`config.mk`:
```
export PLATFORM = sky130hd
export DESIGN_NAME = brb_merge
export DESIGN_NICKNAME = d
export VERILOG_FILES = /design/src/brb_pkg.sv /design/src/brb_merge.sv
export SDC_FILE = /design/constraint.sdc
export NUM_CORES = 1
export LEC_CHECK = 0
export ABC_AREA = 1
export BUFFER_PORTS_ARGS = -buffer_cell sky130_fd_sc_hd__buf_2
export CORE_MARGIN = 8
export CORE_UTILIZATION = 40
export DETAILED_ROUTE_END_ITERATION = 10
export PLACE_DENSITY_LB_ADDON = 0.1
export SLEW_MARGIN = 20
export SYNTH_ARGS = -nofsm -noshare
export SYNTH_HDL_FRONTEND = slang
export SYNTH_SLANG_ARGS = --single-unit
```
`constraint.sdc`:
```
create_clock -name vclk -period 4.9
set_input_delay 1.225 -clock vclk [all_inputs]
set_output_delay 1.225 -clock vclk [all_outputs]
set_load 0.01 [all_outputs]
```
`src/brb_pkg.sv`:
```
// Shared types, sizes and operation codes for the byte ring buffer.
package brb_pkg;

    localparam int DEPTH  = 1024;
    localparam int LANES  = 8;

    localparam int IDX_W  = $clog2(DEPTH);
    localparam int CNT_W  = IDX_W + 1;
    localparam int LANE_W = (LANES > 1) ? $clog2(LANES) : 1;
    localparam int ROWS   = DEPTH / LANES;
    localparam int ROW_W  = (ROWS > 1) ? $clog2(ROWS) : 1;

    localparam int LEN_W  = 4;
    localparam int OFF_W  = 11;
    localparam int DATA_W = 64;
    localparam int FILL_W = 11;

    typedef enum logic [1:0] {
        MODE_WRITE = 2'd0,
        MODE_READ  = 2'd1,
        MODE_PEEK  = 2'd2,
        MODE_NONE  = 2'd3
    } t_mode;

    typedef struct packed {
        t_mode               mode;
        logic [LEN_W-1:0]    req_len;
        logic [OFF_W-1:0]    offset;
        logic [DATA_W-1:0]   data_in;
    } t_req;

    typedef struct packed {
        logic [LEN_W-1:0]    done_len;
        logic [DATA_W-1:0]   data_out;
        logic [FILL_W-1:0]   fill_level;
    } t_rsp;

    // Access command broadcast to every byte lane.
    typedef struct packed {
        logic                en;
        logic                wr;
        logic [IDX_W-1:0]    start;
        logic [LEN_W-1:0]    done;
    } t_lane_cmd;

endpackage

```
`src/brb_merge.sv`:
```
// Rotates the lane read bytes back into transfer order and zeroes unused bytes.
module brb_merge (
    input  logic [brb_pkg::LANES-1:0][7:0] i_lane_data,
    input  logic [brb_pkg::LANE_W-1:0]     i_rot,
    input  logic [brb_pkg::LEN_W-1:0]      i_len,
    output logic [brb_pkg::DATA_W-1:0]     o_data
);
    import brb_pkg::*;

    always_comb begin
        logic [LANE_W-1:0] v_bank;
        o_data = '0;
        for (int k = 0; k < LANES; k++) begin
            v_bank = i_rot + LANE_W'(k);
            if (LEN_W'(k) < i_len) begin
                o_data[8*k +: 8] = i_lane_data[v_bank];
            end
        end
    end

endmodule

```
# After elaboration in Yosys (flattened, before gate mapping)
# Index checks and enable logic that the tools add are counted.
# totals
regBits,0
input_bits,71
output_inout_bits,64
word_cells,47
# classes
n_addsub,7
magnitude_cmp,16
n_mux,24
# ops
cell,count
$bmux 8 s3,8
$mux 8,16
$lt 3x4->1 const B,8
$lt 3x4->1 const A,4
$add 3x3->3 const B,4
$lt 1x4->1 const A,2
$lt 2x4->1 const A,2
$add 3x2->3 const B,2
$add 3x1->3 const B,1

# Longest topological paths before layout
# logic_depth
depth_word,4
ltp_mapped,12

# Least setup slack after synthesis
# OpenSTA, ideal clock, no wires.
# synth_timing
path_kind,input to output
start,input i_rot[1] in the netlist's numbering
end,output o_data[26] in the netlist's numbering
t_arrival_ns,2.676
t_required_ns,3.675
setup_slack_ns,0.999
cell_stages,11
cell_sequence,buf_4 > inv_2 > buf_2 > ha_1 > buf_2 > inv_1 > buf_2 > nand3_1 > nand2_1 > nor2_1 > nor2_1
# synth_via
elab_chain_cells,4
# synth_rtl
element,line_no,rtl
start: declaration,brb_merge.sv:4,"input logic [brb_pkg::LANE_W-1:0] i_rot,"
$add 3x2->3,brb_merge.sv:14,v_bank = i_rot + LANE_W'(k);
$bmux 8 s3,brb_merge.sv:16,o_data[8*k +: 8] = i_lane_data[v_bank];
$mux 8 (implied by the code),brb_merge.sv:16,
$mux 8,brb_merge.sv:15,if (LEN_W'(k) < i_len) begin
end: declaration,brb_merge.sv:6,output logic [brb_pkg::DATA_W-1:0] o_data
# Every way passes these cells. The select of a mux whose other input is x is not followed.

# Worst setup path after layout
# layout_timing
start,input i_rot[1] in the netlist's numbering
end,output o_data[41] in the netlist's numbering
# layout_via
elab_chain_cells,4
# layout_rtl
element,line_no
$add 3x3->3,brb_merge.sv:14
$bmux 8 s3,brb_merge.sv:16
$mux 8 (implied by the code),brb_merge.sv:16
$mux 8,brb_merge.sv:15
# Every way passes these cells. The select of a mux whose other input is x is not followed.

==> out/metrics.cfg <==
[cells_and_area]
clock_buffers=0
final_cells=876
final_nets=852
final_core_util_pct=49.1
seq_cell_count=0
syn_to_final_growth_pct=20.2
final_common_cell=nand2_1
regArea_um2=0
layout-drive-gt1-share_pct=21.9
antennaDiodeCount=0
final_cell_mix=nand2_1 (387), buf_2 (135), nand3_1 (92), nor2_1 (89), a21oi_1 (25)

[power]
p_sw_share_pct=64.8
p_seq_share_pct=0
p_sw_uw=335
pwr_density_cell_nw_per_um2=146
combPwrFrac_pct=100.0
p_leak_nw=2.35
clockPowerShare_pct=0
irDropWorstVdd_mv=0.0500
intPower_uw=182

[worst_hold_path]
min_path_type=in -> out

[cts]
cts_hold_buf=0
post-cts-setup-buffer-count=0
ctsResizeCount=0

[place]
dpl.hpwl_um=10200
pre_cts_ws_ps=635
place.gp.congestion=0.977
dp_cells=876
placement.io_buffers=135

[critical_path]
crit_path_end_kind=output port
critPathMaxFanout=17
start_kind=primary input
critPathKind=in -> out
cp.required_ps=3670
arrival_ps=3090

[floorplan]
fp-row-count=31
die-area_um2=10300
coreArea_um2=7180
io_pins=135
die_y_um=102
initial_core_util_pct=40.9
die_w_um=102

[logic_synthesis]
syn_avg_cell_area_um2=4.34
syn_area_um2=2930
yosys.cell_types.count=21
synth_warnings=0
netlist_instances=676
synth.top_cell.area_share_pct=49.5
synth_area_leaders=nand2_1 (50%), nand3_1 (16%), nor2_1 (11%)
mappedNetlistNets=749
ys_seq_area_share_pct=0
synth_area_leader_cell=nand2_1

[timing]
finalSetupViolations=0
tightest_slew_ps=861
setup_ws_ps=589
maxSlewHeadroom_pct=42.3
hold_viol=0
timing_max_transition_violations_final=0
final.period_utilization_pct=88.0
period_minus_slack_ps=4310
fmax_mhz=232
rsz0062_at_grt=no
setup_tns_ps=0

[detailed_routing]
vias_per_cell=5.04
first_iter_violations=454
dr.pass1.iters=5
ant_nets=0
wl_per_cell_um=14.1
vias=4411
wl_um=12400
drc_errors=0

[grt]
antenna_found_initial=0
grt_max_degree=65
grt_usage_pct=22.8
grt_pass1_vias=3894
grt_overflow=0
grt_pass1_wl_um=19200

[flow_run]
maxCapViolCount=0

[outcome]
status=complete, no violations

==> logic make-up (layout without fill, tap and decap cells) <==
kind of cell,after synthesis,after routing,synth area share (%)
AND/OR/NAND/NOR,590,590,81.7
XOR/XNOR,3,3,2.43
buffers and inverters,54,155,10.5
AO/OA/AOI/OAI,27,27,4.61
adder cells (fa/ha/maj),2,2,0.853
==> metrics by stage <==
stage | hold WS, ps | cell area [um2] | total power, mW
global route | 2890 | 3530 | 0.581
detailed placement | 2870 | 3530 | 0.511
CTS | 2870 | 3530 | 0.513
floorplan | 2670 | 2930 | 0.353
finish | 2880 | 3530 | 0.516
global placement | 2870 | 3530 | 0.506
==> power by group through the flow <==
stage | Clock (mW) | Combinational, mW | Sequential (mW)
2_1_floorplan | 0 | 0.353 | 0
3_3_place_gp | 0 | 0.506 | 0
3_5_place_dp | 0 | 0.511 | 0
4_1_cts | 0 | 0.513 | 0
5_1_grt | 0 | 0.581 | 0
6_report | 0 | 0.516 | 0
==> cells in the mapped netlist <==
library cell  number
nand2_2            3
inv_1              9
or2_0              1
inv_2              4
buf_6              4
nand2_1          387
xnor2_4            1
clkbuf_1           7
nor2_2            16
xnor2_2            1
nor2_1            89
nand2_4            2
xor2_4             1
ha_1               2
a21oi_1           25
inv_4              1
nand3_1           92
buf_12             1
buf_4              8
o21ai_1            2
buf_2             20
==> critical path, cell delays in order <==
cell and delay, ps:
buf_2 180, ha_1 240, xnor2_2 670, inv_2 310
nand2_1 140, nand2_1 60, nor2_1 110, buf_2 140
==> cell type report <==
type                       instances  area (um2)
fill                             862        3650
inverter                          14        55.1
timing repair buffer             141         721
multi-input combinational        622        2630
tap                               99         124
==> worst paths after layout <==
kind	start	endpoint	cells after the start
hold / removal	i_len[3]	o_data[59]	4
setup / recovery	i_rot[1]	o_data[41]	8
==> routing by layer <==
layer / part of all wire [%] / vias to the layer above / wire length (um) / global-route usage (%)
li1: - / 2302 / - / -
met1: 47 / 1905 / 5880 / 33.5
met5: 0 / - / 0 / 0
met3: 8.9 / 2 / 1100 / 2.82
met2: 43 / 202 / 5360 / 35.6
met4: 0.27 / 0 / 34 / 0.802
No activity file was read; power rests on OpenSTA's default activity.
