==> config.mk <==
export PLATFORM = sky130hd
export DESIGN_NAME = brb_lane
export DESIGN_NICKNAME = d
export VERILOG_FILES = /design/src/brb_pkg.sv /design/src/brb_lane.sv
export SDC_FILE = /design/constraint.sdc
export NUM_CORES = 1
export LEC_CHECK = 0
export ABC_AREA = 1
export CAP_MARGIN = 15
export CELL_PAD_IN_SITES_DETAIL_PLACEMENT = 2
export CELL_PAD_IN_SITES_GLOBAL_PLACEMENT = 2
export CORE_MARGIN = 2
export CORE_UTILIZATION = 45
export CTS_CLUSTER_SIZE = 28
export DETAILED_ROUTE_END_ITERATION = 8
export DONT_BUFFER_PORTS = 1
export PLACE_DENSITY = 0.82
export SLEW_MARGIN = 0
export SYNTH_ARGS = -nofsm -noshare
export SYNTH_HDL_FRONTEND = slang
export SYNTH_SLANG_ARGS = --single-unit
==> constraint.sdc <==
create_clock -name i_clk -period 13.1 [get_ports i_clk]
set_clock_uncertainty 0.05 [all_clocks]
set_input_delay 1.31 -clock i_clk [delete_from_list [all_inputs] [get_ports i_clk]]
set_output_delay 1.31 -clock i_clk [all_outputs]
set_load 0.05 [all_outputs]
==> src/brb_pkg.sv <==
// Shared types, sizes and operation codes for the byte ring buffer.
package brb_pkg;

    localparam int DEPTH  = 1024;
    localparam int LANES  = 8;

    localparam int IDX_W  = $clog2(DEPTH);
    localparam int CNT_W  = IDX_W + 1;
    localparam int LANE_W = (LANES > 1) ? $clog2(LANES) : 1;
    localparam int ROWS   = DEPTH / LANES;
    localparam int ROW_W  = (ROWS > 1) ? $clog2(ROWS) : 1;

    localparam int LEN_W  = 4;
    localparam int OFF_W  = 11;
    localparam int DATA_W = 64;
    localparam int FILL_W = 11;

    typedef enum logic [1:0] {
        MODE_WRITE = 2'd0,
        MODE_READ  = 2'd1,
        MODE_PEEK  = 2'd2,
        MODE_NONE  = 2'd3
    } t_mode;

    typedef struct packed {
        t_mode               mode;
        logic [LEN_W-1:0]    req_len;
        logic [OFF_W-1:0]    offset;
        logic [DATA_W-1:0]   data_in;
    } t_req;

    typedef struct packed {
        logic [LEN_W-1:0]    done_len;
        logic [DATA_W-1:0]   data_out;
        logic [FILL_W-1:0]   fill_level;
    } t_rsp;

    // Access command broadcast to every byte lane.
    typedef struct packed {
        logic                en;
        logic                wr;
        logic [IDX_W-1:0]    start;
        logic [LEN_W-1:0]    done;
    } t_lane_cmd;

endpackage

==> src/brb_lane.sv <==
// One byte lane: a bank of the store holding every LANES-th byte.
module brb_lane (
    input  logic                       i_clk,
    input  logic [brb_pkg::LANE_W-1:0] i_bank,
    input  brb_pkg::t_lane_cmd         i_cmd,
    input  logic [brb_pkg::DATA_W-1:0] i_data,
    output logic [7:0]                 o_rdata
);
    import brb_pkg::*;

    logic [7:0]       r_mem [ROWS];
    logic [7:0]       r_rdata;
    logic [LANE_W-1:0] w_k;
    logic             w_act;
    logic [IDX_W-1:0] w_pos;
    logic [ROW_W-1:0] w_row;
    logic [7:0]       w_wbyte;

    // Which byte of the transfer lands in this bank.
    assign w_k     = i_bank - i_cmd.start[LANE_W-1:0];
    assign w_act   = i_cmd.en && (LEN_W'(w_k) < i_cmd.done);
    assign w_pos   = i_cmd.start + IDX_W'(w_k);
    assign w_row   = ROW_W'(w_pos >> LANE_W);
    assign w_wbyte = i_data[{w_k, 3'b000} +: 8];

    always_ff @(posedge i_clk) begin
        if (w_act) begin
            if (i_cmd.wr) begin
                r_mem[w_row] <= w_wbyte;
            end else begin
                r_rdata <= r_mem[w_row];
            end
        end
    end

    assign o_rdata = r_rdata;

endmodule

Yosys cells after proc, flatten, opt, wreduce, memory -nomap -nowiden --
Memory sizes are Yosys's and may differ from the RTL's. A register that Yosys moved wholly into a read port is not among the register bits. Index checks and enable logic that the tools add are counted.
Storage, ports and cells: flip-flop bits (word level) 0, memory bits (writable) 1024, input port bits 84, output and inout bits 8, word-level logic and storage cells 11, memories 1
Memory list:
- r_mem | words 128, bits a word 8, rd ports 1, clocked after memory_dff 1, wr ports 1, line brb_lane.sv:11 | logic [7:0] r_mem [ROWS];
Operators by class: $add $sub $neg 2, order comparisons 1, shifts and indexed selects 1, mux-type cells 3, bitwise gates (word level) 1, reductions and logical operators 2
Operator list (number):
- indexed part select 64 x 7 -> 8 bit | 1
- adder 10 x 3 -> 10 bit | 1
- less-than comparator 3 x 4 -> 1 bit | 1
- 2-to-1 mux 1 bit | 3
- subtractor 3 bit | 1
- AND reduction 2 bit | 1
- logical AND 1 bit | 1
- inverter 1 bit | 1

Depth between registers and ports, before layout --
depth in word-level cells 5, gate-level depth with buffers 25, depth with buffers taken out 23

Worst setup path before layout --
No wires, ideal clock.
path type input port to flip-flop, start input port i_bank[0] (netlist bit), end memory r_mem[0][3] (data pin), setup time 969 ps, arrival 6493 ps, required time 12081 ps, setup slack 5588 ps, stages 9, path buffers 2, cell sequence inv_1 -> ha_1 -> inv_1 -> fa_1 -> clkbuf_1 -> clkbuf_1 -> a21oi_1 -> o21ai_0 -> a31oi_1
Between the ends: longest elaborated chain between the ends 2
Ends and longest elaborated chain:
- start, declared | line brb_lane.sv:4 | input logic [brb_pkg::LANE_W-1:0] i_bank,
- subtractor 3 bit | line brb_lane.sv:20 | assign w_k = i_bank - i_cmd.start[LANE_W-1:0];
- indexed part select 64 x 7 -> 8 bit | line brb_lane.sv:24 | assign w_wbyte = i_data[{w_k, 3'b000} +: 8];
- named net w_wbyte[3] | line brb_lane.sv:17 | logic [7:0] w_wbyte;
- end, declared | line brb_lane.sv:11
The timed path passes the listed nets, and every way through them passes these cells.

Worst setup path after layout --
start input port i_bank[0] (netlist bit), end memory r_mem[124][2], enable pin
Between the ends: longest elaborated chain between the ends 5, elaborated cells on any way between the ends 6, classes of those cells 2 x add/sub; 1 x order compare; 2 x mux; 1 x reduce/logical
Ends and longest elaborated chain:
- subtractor 3 bit (*) | line brb_lane.sv:20
- less-than comparator 3 x 4 -> 1 bit | line brb_lane.sv:21 | assign w_act = i_cmd.en && (LEN_W'(w_k) < i_cmd.done);
- logical AND 1 bit | line brb_lane.sv:21
- 2-to-1 mux 1 bit | line brb_lane.sv:27 | if (w_act) begin
- 2-to-1 mux 1 bit (implied by the code) | line brb_lane.sv:29 | r_mem[w_row] <= w_wbyte;
Mark *: on every way between the ends. The rest lies on a longest branch, timed or not.

==> impl_metrics.xml <==
<?xml version="1.0" encoding="UTF-8"?>
<metrics>
  <group name="outcome">
    <metric name="run_status" unit="">finished, final reports clean</metric>
  </group>
  <group name="yosys">
    <metric name="netlist_instances" unit="">4427</metric>
    <metric name="yosysTopAreaCell" unit="">sky130_fd_sc_hd__edfxtp_1</metric>
    <metric name="postSynth.asyncResetShare" unit="%">0</metric>
    <metric name="synth.distinct_cells" unit="">30</metric>
    <metric name="edff_count_synth" unit="">1032</metric>
    <metric name="yosysWarnings" unit="">0</metric>
    <metric name="post_synthesis_cell_area" unit="sq um">44760</metric>
    <metric name="largest_cells_by_area_after_synthesis" unit="">sky130_fd_sc_hd__edfxtp_1, sky130_fd_sc_hd__nand2_1, sky130_fd_sc_hd__nand3_1</metric>
    <metric name="syn-mean-instance-area" unit="sq um">10.11</metric>
    <metric name="synth_seq_area_share" unit="%">69.23</metric>
    <metric name="postSynth.topFlopCell" unit="">sky130_fd_sc_hd__edfxtp_1</metric>
    <metric name="synth_seq_cells" unit="">1032</metric>
    <metric name="synth_nets" unit="">4518</metric>
    <metric name="synth_top_cell_area_share" unit="%">69.23</metric>
  </group>
  <group name="die">
    <metric name="io_count" unit="">92</metric>
    <metric name="floorplan.die.width" unit="um">319.4</metric>
    <metric name="fp.dieArea" unit="sq um">102000</metric>
    <metric name="floorplan.rows" unit="">115</metric>
    <metric name="initial_utilization" unit="%">45.42</metric>
    <metric name="core_region_area" unit="sq um">98560</metric>
    <metric name="die_h" unit="um">319.4</metric>
  </group>
  <group name="sta">
    <metric name="timing.final.max_slew_violations" unit="">0</metric>
    <metric name="fin_setup_tns" unit="ns">0</metric>
    <metric name="hold_viol" unit="">0</metric>
    <metric name="fmaxAchievable" unit="GHz">0.1522</metric>
    <metric name="rsz0062_at_grt" unit="">false</metric>
    <metric name="post-route-period-util" unit="%">50.17</metric>
    <metric name="period_needed" unit="ns">6.572</metric>
    <metric name="setup-violations-final" unit="">0</metric>
    <metric name="worstMarginPinSlew" unit="ns">1.212</metric>
    <metric name="slew-limit-headroom" unit="%">19.09</metric>
  </group>
  <group name="routing">
    <metric name="postRouteAntennaNets" unit="">0</metric>
    <metric name="wirelength" unit="um">166400</metric>
    <metric name="num_vias" unit="">33410</metric>
    <metric name="drt_pre_antenna_iters" unit="">6</metric>
    <metric name="avgViaCountPerCell" unit="">5.845</metric>
    <metric name="dr.first_iter.drc_count" unit="">3254</metric>
    <metric name="detail_route.wl_per_cell" unit="um">29.11</metric>
    <metric name="drc" unit="">0</metric>
  </group>
  <group name="worst_setup_path">
    <metric name="rr_startpoint" unit="">r_mem[65][3]</metric>
    <metric name="required" unit="ns">13.37</metric>
    <metric name="timing.critical_path.from_type" unit="">input port</metric>
    <metric name="timing.setup.critical_path_class" unit="">input port to register</metric>
    <metric name="worstPathArrival" unit="ns">6.84</metric>
    <metric name="critPathMaxFanout" unit="">65</metric>
    <metric name="worst_setup_path_end_kind" unit="">register</metric>
    <metric name="crit_start" unit="">i_bank[0]</metric>
  </group>
  <group name="clock_network">
    <metric name="cts_tree" unit="">done</metric>
    <metric name="hold_buf_cts" unit="">0</metric>
    <metric name="cts_root_buffer" unit="">sky130_fd_sc_hd__clkbuf_16</metric>
    <metric name="clock_sink_count" unit="">1032</metric>
    <metric name="htreeDepth" unit="">3</metric>
    <metric name="post-cts-setup-buffer-count" unit="">0</metric>
    <metric name="cts_resized" unit="">0</metric>
    <metric name="clock_insertion_delay_worst_skew" unit="ns">0.70</metric>
    <metric name="clkTransAtPathRegs" unit="ns">0.07</metric>
    <metric name="ctsLongestPathBuffers" unit="">3</metric>
    <metric name="cts-buffers-inserted" unit="">110</metric>
  </group>
  <group name="pwr">
    <metric name="p_switching" unit="mW">2.754</metric>
    <metric name="power_frac_comb" unit="%">19.1</metric>
    <metric name="report.power.total" unit="mW">8.753</metric>
    <metric name="power.share.sequential" unit="%">44.8</metric>
    <metric name="power-per-cell-area" unit="nW/um^2">176.9</metric>
    <metric name="maximum_vdd_drop" unit="mV">0.1191</metric>
    <metric name="leakage" unit="nW">20.01</metric>
    <metric name="netSwitchingFraction" unit="%">31.46</metric>
    <metric name="internal-power" unit="mW">5.999</metric>
    <metric name="share_clk_of_total_power" unit="%">36.1</metric>
  </group>
  <group name="grt">
    <metric name="global_route.usage.total" unit="%">32.76</metric>
    <metric name="grt_pass1_vias" unit="">37080</metric>
    <metric name="globalRouteOverflowTotal" unit="">0</metric>
    <metric name="maximum_number_of_pins_on_one_net_before_global_route_repair" unit="">210</metric>
    <metric name="initial_antenna_violation_count" unit="">2</metric>
    <metric name="wire_length_of_the_first_global_routing_pass" unit="um">248300</metric>
  </group>
  <group name="final_layout">
    <metric name="area_delta_synth_final" unit="%">10.51</metric>
    <metric name="drive_above_1_share" unit="%">5.238</metric>
    <metric name="layout_commonest_cell" unit="">sky130_fd_sc_hd__nand2_1</metric>
    <metric name="num-nets-final" unit="">4429</metric>
    <metric name="final_cell_mix" unit="">sky130_fd_sc_hd__nand2_1, sky130_fd_sc_hd__edfxtp_1, sky130_fd_sc_hd__nor2_1, sky130_fd_sc_hd__nand3_1, sky130_fd_sc_hd__clkbuf_16</metric>
    <metric name="utilization" unit="%">50.19</metric>
    <metric name="n_antenna_cell" unit="">0</metric>
  </group>
  <group name="placed_design">
    <metric name="place.port_buffers" unit="">0</metric>
    <metric name="place_congestion" unit="">0.8104</metric>
    <metric name="dp_hpwl" unit="um">95470</metric>
  </group>
  <group name="hold_path">
    <metric name="hold_removal_path_class" unit="">input port to register</metric>
    <metric name="timing.hold.worst.start" unit="">i_cmd[14]</metric>
  </group>
  <group name="flow_run">
    <metric name="maxcap_violations" unit="">0</metric>
  </group>
</metrics>
synthesized netlist by cell type (5+ instances only):
library cell / n
sky130_fd_sc_hd__nand2_1: 2295
sky130_fd_sc_hd__edfxtp_1: 1032
sky130_fd_sc_hd__nor2_1: 306
sky130_fd_sc_hd__nand3_1: 298
sky130_fd_sc_hd__clkbuf_1: 102
sky130_fd_sc_hd__inv_1: 87
sky130_fd_sc_hd__buf_2: 81
sky130_fd_sc_hd__buf_1: 55
sky130_fd_sc_hd__o21ai_0: 42
sky130_fd_sc_hd__nand3b_1: 38
sky130_fd_sc_hd__a21oi_1: 22
sky130_fd_sc_hd__nand4_1: 10
sky130_fd_sc_hd__a31oi_1: 8
sky130_fd_sc_hd__mux2i_1: 8
sky130_fd_sc_hd__o211ai_1: 8
sky130_fd_sc_hd__ha_1: 6
sky130_fd_sc_hd__buf_6: 5
worst max-delay path, cell delays in order:
cell                      delay, ns
sky130_fd_sc_hd__inv_1         0.07
sky130_fd_sc_hd__ha_1          0.16
sky130_fd_sc_hd__inv_1         0.05
sky130_fd_sc_hd__fa_1          0.41
sky130_fd_sc_hd__xor2_2        0.17
sky130_fd_sc_hd__buf_4         0.34
sky130_fd_sc_hd__ha_1          0.38
sky130_fd_sc_hd__nand2_1       0.12
sky130_fd_sc_hd__inv_1         0.05
sky130_fd_sc_hd__nand2_1       0.07
sky130_fd_sc_hd__nand3_1       0.11
sky130_fd_sc_hd__nand2_4       0.09
sky130_fd_sc_hd__buf_4         0.69
sky130_fd_sc_hd__inv_4         0.48
sky130_fd_sc_hd__nor2_4        0.24
sky130_fd_sc_hd__buf_4         0.69
sky130_fd_sc_hd__nand2_4       0.57
sky130_fd_sc_hd__nor2_1        0.77
logic make-up (layout without fill, tap and decap cells):
kind of cell             count (synthesis)  after routing  synth area share (%)
AO/OA/AOI/OAI                           81             81                0.9783
AND/OR/NAND/NOR                       2959           2959                 26.18
adder cells (fa/ha/maj)                  7              7                0.2124
buffers and inverters                  336            338                 3.144
XOR/XNOR                                 4              4               0.07828
flip-flops                            1032           1032                 69.23
multiplexers                             8              8                0.1789
final cells by class:
| cell class | instances | area, sq um |
|---|---|---|
| multi-input combinational | 3059 | 12580 |
| tap | 1287 | 1610 |
| inverter | 91 | 351.6 |
| clock inverter | 66 | 574.3 |
| fill | 10010 | 49100 |
| timing repair buffer | 44 | 405.4 |
| clock buffer | 137 | 2960 |
| sequential | 1032 | 30990 |
path summary, 6_finish.rpt:
path,endpoint,slack (ns),cells after the start
worst max register to register,o_rdata[3],10.81,9
worst max-delay path,r_mem[124][2],6.53,18
worst min-delay path,o_rdata[2],1.02,1
worst min register to register,o_rdata[2],1.06,10
power groups by stage:
stage / Clock [mW] / Sequential, mW / Combinational [mW]
after floorplan: 0 / 4.06 / 0.878
after global placement: 0 / 3.99 / 1.54
after detailed placement: 0 / 3.99 / 1.62
after CTS: 3.18 / 3.92 / 1.66
after global routing: 3.29 / 3.92 / 1.79
final: 3.16 / 3.92 / 1.67
per-layer routing:
metal  share of wire (%)  track usage, %  up-vias
li1                    -               -    14430
met4                 3.8           11.74        2
met2                  49           55.42     1257
met1                  41           42.59    17360
met5              0.0078               0        -
met3                 6.2           5.512      362
per-stage QoR:
stage	worst slack, ns	instances	instance area [sq um]	hold slack (ns)
2_1_floorplan	5.588	4427	44760	0.7328
3_3_place_gp	5.964	5513	45930	0.9085
3_5_place_dp	5.837	5513	45930	0.9584
4_1_cts	6.497	5716	49470	1.010
5_1_grt	6.277	5716	49470	0.9933
6_report	6.528	5716	49470	1.020
registers in the layout (all words and copies together) (netlist names):
name and flops:
o_rdata 8, r_mem 1024
No activity file was read; power rests on OpenSTA's default activity.
